### src/rtl/core/murmur_quadratic_probe_hash_table_unit_defines.svh
// Assertion macros for the hash table unit.
`ifndef MURMUR_QUADRATIC_PROBE_HASH_TABLE_UNIT_DEFINES_SVH
`define MURMUR_QUADRATIC_PROBE_HASH_TABLE_UNIT_DEFINES_SVH

// Implication checked on every rising clock edge outside reset.
`define MQP_ASSERT_IMP(label, clk, rst, ante, cons) \
  label: assert property (@(posedge clk) disable iff (rst) (ante) |-> (cons)) \
    else $error("assertion failed");

// Next-cycle implication checked outside reset.
`define MQP_ASSERT_NEXT(label, clk, rst, ante, cons) \
  label: assert property (@(posedge clk) disable iff (rst) (ante) |=> (cons)) \
    else $error("assertion failed");

`endif

### src/rtl/core/mqp_pkg.sv
// ----------------------------------------------------------------------------
// mqp_pkg
// Types and constants shared by the hash table unit.
// ----------------------------------------------------------------------------
package mqp_pkg;

  localparam int unsigned DefaultDepth = 1024;
  localparam logic [63:0] HashSeed = 64'h0000_0000_c70f_6907;
  localparam logic [63:0] HashMul = 64'hc6a4_a793_5bd1_e995;
  localparam int unsigned HashShift = 47;
  localparam logic [63:0] KeyBytes = 64'd16;
  localparam logic [10:0] LimitReset = 11'd512;
  localparam logic [10:0] CountMax = 11'd2047;

  typedef enum logic [2:0] {
    ST_INSERTED  = 3'd0,
    ST_UPDATED   = 3'd1,
    ST_FOUND     = 3'd2,
    ST_NOT_FOUND = 3'd3,
    ST_REMOVED   = 3'd4,
    ST_FULL      = 3'd5,
    ST_NULL_KEY  = 3'd6
  } status_t;

  localparam logic [1:0] KindSet = 2'd0;
  localparam logic [1:0] KindGet = 2'd1;
  localparam logic [1:0] KindRemove = 2'd2;

  typedef struct packed {
    logic [1:0]  kind;
    logic [63:0] key_low;
    logic [63:0] key_high;
    logic [31:0] value;
  } req_t;

  typedef struct packed {
    logic [2:0]  status;
    logic [31:0] found_value;
    logic [9:0]  slot_index;
  } rsp_t;

  // control between sequencer and hash unit
  typedef struct packed {
    logic        start;
    logic [63:0] key_low;
    logic [63:0] key_high;
  } hash_req_t;

  typedef struct packed {
    logic        done;
    logic [63:0] hash;
  } hash_rsp_t;

endpackage

### src/rtl/core/mqp_hash.sv
// ----------------------------------------------------------------------------
// mqp_hash
// Murmur-style 64-bit hash of a 128-bit key on one shared 32x32 multiplier.
// Each 64-bit multiply forms three partial products, then the result;
// seven multiplies per key.
// ----------------------------------------------------------------------------
module mqp_hash
  import mqp_pkg::*;
(
  input  logic      clk,
  input  logic      rst,
  input  hash_req_t req,
  output hash_rsp_t rsp
);

  // 32x32 partial products, three per multiply, then the result
  typedef enum logic [3:0] {
    H_IDLE, H_M1, H_M2, H_M3, H_M4, H_M5, H_M6, H_M7, H_M8, H_DONE
  } hstate_t;

  hstate_t     state;
  logic [63:0] h;
  logic [63:0] key_high;
  logic [63:0] opnd;
  logic [63:0] prod;
  logic [1:0]  part;
  logic        done;
  logic [31:0] mul_a;
  logic [31:0] mul_b;
  logic [63:0] mul_p;
  logic [63:0] pp;

  assign mul_a = (part == 2'd2) ? opnd[63:32] : opnd[31:0];
  assign mul_b = (part == 2'd1) ? HashMul[63:32] : HashMul[31:0];
  assign mul_p = {32'd0, mul_a} * {32'd0, mul_b};

  always_comb begin
    case (part)
      2'd0: pp = mul_p;
      2'd1, 2'd2: pp = {mul_p[31:0], 32'd0};
      default: pp = 64'd0;
    endcase
  end

  always_ff @(posedge clk) begin
    if (rst) begin
      state <= H_IDLE;
      part <= 2'd0;
      done <= 1'b0;
    end else begin
      done <= 1'b0;
      if (state == H_IDLE) begin
        if (req.start) begin
          opnd <= req.key_low;
          key_high <= req.key_high;
          h <= HashSeed ^ (KeyBytes * HashMul);
          prod <= 64'd0;
          part <= 2'd0;
          state <= H_M1;
        end
      end else if (part != 2'd3) begin
        prod <= prod + pp;
        part <= part + 2'd1;
      end else begin
        part <= 2'd0;
        prod <= 64'd0;
        case (state)
          H_M1: begin opnd <= prod ^ (prod >> HashShift); state <= H_M2; end
          H_M2: begin opnd <= h ^ prod; state <= H_M3; end
          H_M3: begin h <= prod; opnd <= key_high; state <= H_M4; end
          H_M4: begin opnd <= prod ^ (prod >> HashShift); state <= H_M5; end
          H_M5: begin opnd <= h ^ prod; state <= H_M6; end
          H_M6: begin opnd <= prod ^ (prod >> HashShift); state <= H_M7; end
          H_M7: begin
            h <= prod ^ (prod >> HashShift);
            done <= 1'b1;
            state <= H_IDLE;
          end
          default: state <= H_IDLE;
        endcase
      end
    end
  end

  assign rsp.done = done;
  assign rsp.hash = h;

endmodule
### config.mk
export PLATFORM = sky130hd
export DESIGN_NAME = mqp_hash
export DESIGN_NICKNAME = d
export VERILOG_FILES = /design/src/rtl/core/murmur_quadratic_probe_hash_table_unit_defines.svh /design/src/rtl/core/mqp_pkg.sv /design/src/rtl/core/mqp_hash.sv
export SDC_FILE = /design/constraint.sdc
export NUM_CORES = 2
export LEC_CHECK = 0
export BUFFER_PORTS_ARGS = -buffer_cell sky130_fd_sc_hd__buf_2
export CORE_MARGIN = 2
export CORE_UTILIZATION = 66
export CTS_CLUSTER_SIZE = 28
export DETAILED_ROUTE_END_ITERATION = 10
export PLACE_DENSITY = 0.85
export SLEW_MARGIN = 20
export SYNTH_ARGS = -nofsm -noshare
export SYNTH_HDL_FRONTEND = slang
export SYNTH_SLANG_ARGS = --single-unit
### constraint.sdc
create_clock -name clk -period 24.3 [get_ports clk]
set_input_delay 4.86 -clock clk [delete_from_list [all_inputs] [get_ports clk]]
set_output_delay 4.86 -clock clk [all_outputs]
set_load 0.02 [all_outputs]
==> metrics.yaml <==
worst_setup_path:
  crit_end: "prod[59]"
  critPathArrivalTime_ns: 13.51
  cpPeakStageDelay_ns: 0.88
  crit_start: "part[0]"
  reg2regPathDepth: 35
  path_delay_family: "adder cells"
  path_depth: 35
  rr_startpoint: "part[0]"
  end_kind: "flip-flop"
  required_ns: 24.63
  rr_endpoint: "prod[59]"
  r2r_slack_ns: 11.12
  crit_buf_inv: 6
  critPathLaunchType: "flip-flop"
  cpMaxStageDelayCell: "mux2i_1"
  cp_common_cell: "fa_1"
  cp_max_fo: 20
  path_class: "reg2reg"
timing:
  slew_headroom: 0.112
  finalSetupTns_ns: 0
  worstMarginPinSlew_ns: 1.33
  max_freq_mhz: 75.9
  fin_ws_ns: 11.12
  final.setup_skew_ns: 0.0372
  rsz0062_at_grt: "no"
  fin_crit_sh: 0.542
  hold_viol_final: 0
  final.min_clock_period_ns: 13.18
  final-setup-viol-count: 0
  final_max_slew_viol_count: 0
yosys:
  synth-seq-area-share: 0.189
  synth-seq-cells: 262
  syn_inst: 4308
  synth_cell_types: 84
  synth_edf_count: 256
  ys.flop_type: "edfxtp_1"
  netlist_area_um2: 41400
  syn_avg_cell_area_um2: 9.60
  yosysWarningCount: 0
  async_flop_share: 0
status:
  outcome: "finished, final reports clean"
detailed_routing:
  routedWlPerCell_um: 27.2
  drtIter0Drc: 4732
  ant_nets: 0
  via_per_inst: 6.46
  wirelength_mm: 144
  num_vias: 34100
  dr.pass1.iters: 6
  drcViolationCount: 0
clock_tree:
  postCtsResizedCells: 0
  htreeDepth: 1
  cts_tree: "yes"
  cts_buffers: 27
  cts_buffer_depth: 3
  clk_latency_ns: 0.60
  ctsHoldBuffers: 0
  clk_pin_slew_ns: 0.07
  clkSinkCount: 262
  cts_setup_buffers: 0
  cts-root-buf: "clkbuf_16"
finish:
  layout-area-overhead-vs-synth_pct: 6.40
  final_area_um2: 44000
  drive_gt1_frac: 0.0829
  fin_nets: 5622
placement:
  io_buffers: 195
  pre_cts_slack_ns: 11.47
  dp_hpwl_mm: 118
  finalWeightedCongestion: 1.05
  place_area_um2: 43100
min_path:
  hold_path.class: "reg2reg"
grt:
  grt_pass1_vias: 33600
  grt_pass1_wl_mm: 212
  grt_max_degree: 73
  grt_use_total: 0.452
  grt_remaining_overflow: 0
  antenna_found_initial: 13
die:
  placementRows: 91
  die_area_um2: 64700
  dieHeight_um: 254
  core_area_um2: 61800
  die_x_um: 254
  io_pins: 196
  start_util: 0.669
flow_run:
  drv_cap: 0
-- registers in the layout, summed over array words and instances, names as in the netlist --
register	flops
state	3
key_high	64
h	64
opnd	64
part	2
prod	64
done	1
-- routing by layer --
layer | wire length, um | global-route usage | vias to the layer above
met3 | 20700 | 0.151 | 550
met5 | 79 | 0 | -
met2 | 60700 | 0.654 | 2465
li1 | - | - | 14500
met4 | 10400 | 0.255 | 12
met1 | 51700 | 0.601 | 16500
-- synthesized netlist by cell type (30+ instances only) --
cell | instances | area (um2)
a21o_1 | 103 | 773
a21oi_1 | 261 | 1310
a221oi_1 | 53 | 464
clkbuf_1 | 141 | 529
edfxtp_1 | 256 | 7690
fa_1 | 623 | 12500
ha_1 | 464 | 5810
inv_1 | 823 | 3090
nand2_1 | 234 | 878
nand3_1 | 83 | 415
nand4_1 | 35 | 219
nor2_1 | 282 | 1060
nor2b_1 | 41 | 257
nor3_1 | 30 | 150
o21ai_0 | 220 | 1100
o21bai_1 | 31 | 233
o22ai_1 | 80 | 500
or2_2 | 39 | 244
xnor2_1 | 101 | 885
xor2_1 | 71 | 622
-- area by class of cell --
type	count	area (um2)
multi-input cells	3053	29900
fillers	4786	17800
flip-flops and latches	262	7820
inverters	824	3090
repair buffers	236	1280
well taps	837	1050
clock buffers	33	698
clock inverters	17	170
diodes	12	30.0
-- worst register-to-register path: cells and delay by family, from the launching register on --
kind,cells,cell delay [ns]
fa+ha+maj,11,5.49
simple gates,7,1.71
xor+xnor,2,0.89
mux,1,0.88
flops,1,0.37
compound gates,8,2.16
buf+inv,6,1.42
-- cell usage in the layout (no fill, tap or decap), types with 26 or more instances in the layout --
master,Yosys,routed
inv_1,823,823
fa_1,623,623
ha_1,464,461
nor2_1,282,278
a21oi_1,261,261
edfxtp_1,256,256
nand2_1,234,233
o21ai_0,220,220
buf_2,10,195
a21o_1,103,103
xnor2_1,101,101
nand3_1,83,83
o22ai_1,80,80
xor2_1,71,71
a221oi_1,53,53
nor2b_1,41,41
buf_4,1,41
or2_2,39,39
nand4_1,35,35
o21bai_1,31,31
nor3_1,30,29
clkbuf_16,0,27
mux2i_1,26,26
-- worst min-delay path by stage --
stage,start,to,slack [ns],cells past startpoint
after floorplan,key_high[28],opnd[28],0.51,2
after CTS,key_high[45],opnd[45],0.55,2
after global placement,key_high[30],opnd[30],0.54,2
after global routing,key_high[30],opnd[30],0.59,2
final,key_high[45],opnd[45],0.55,2
after detailed placement,key_high[30],opnd[30],0.54,2
-- cells by family (layout without fill, tap and decap cells) --
| group | Yosys count | count (layout) | synth area share |
|---|---|---|---|
| AO/OA/AOI/OAI | 903 | 903 | 0.137 |
| XOR/XNOR | 172 | 172 | 0.0364 |
| adder cells (fa/ha/maj) | 1087 | 1087 | 0.442 |
| buffers and inverters | 994 | 1110 | 0.0907 |
| flip-flops | 262 | 262 | 0.189 |
| multiplexers | 37 | 37 | 0.00929 |
| other | 1 | 14 | 0.0000907 |
| AND/OR/NAND/NOR | 852 | 852 | 0.0956 |
-- through the flow --
stage / cells / utilization / hold WS [ns]
after detailed placement: 5212 / 0.697 / 0.538
after global placement: 5212 / 0.697 / 0.536
after global routing: 5267 / 0.711 / 0.588
final: 5274 / 0.712 / 0.554
after floorplan: 4309 / - / 0.508
after CTS: 5262 / 0.711 / 0.555
Power is not shown: default switching activity piles up to over one toggle a cycle in this logic, so the estimate is an artifact.
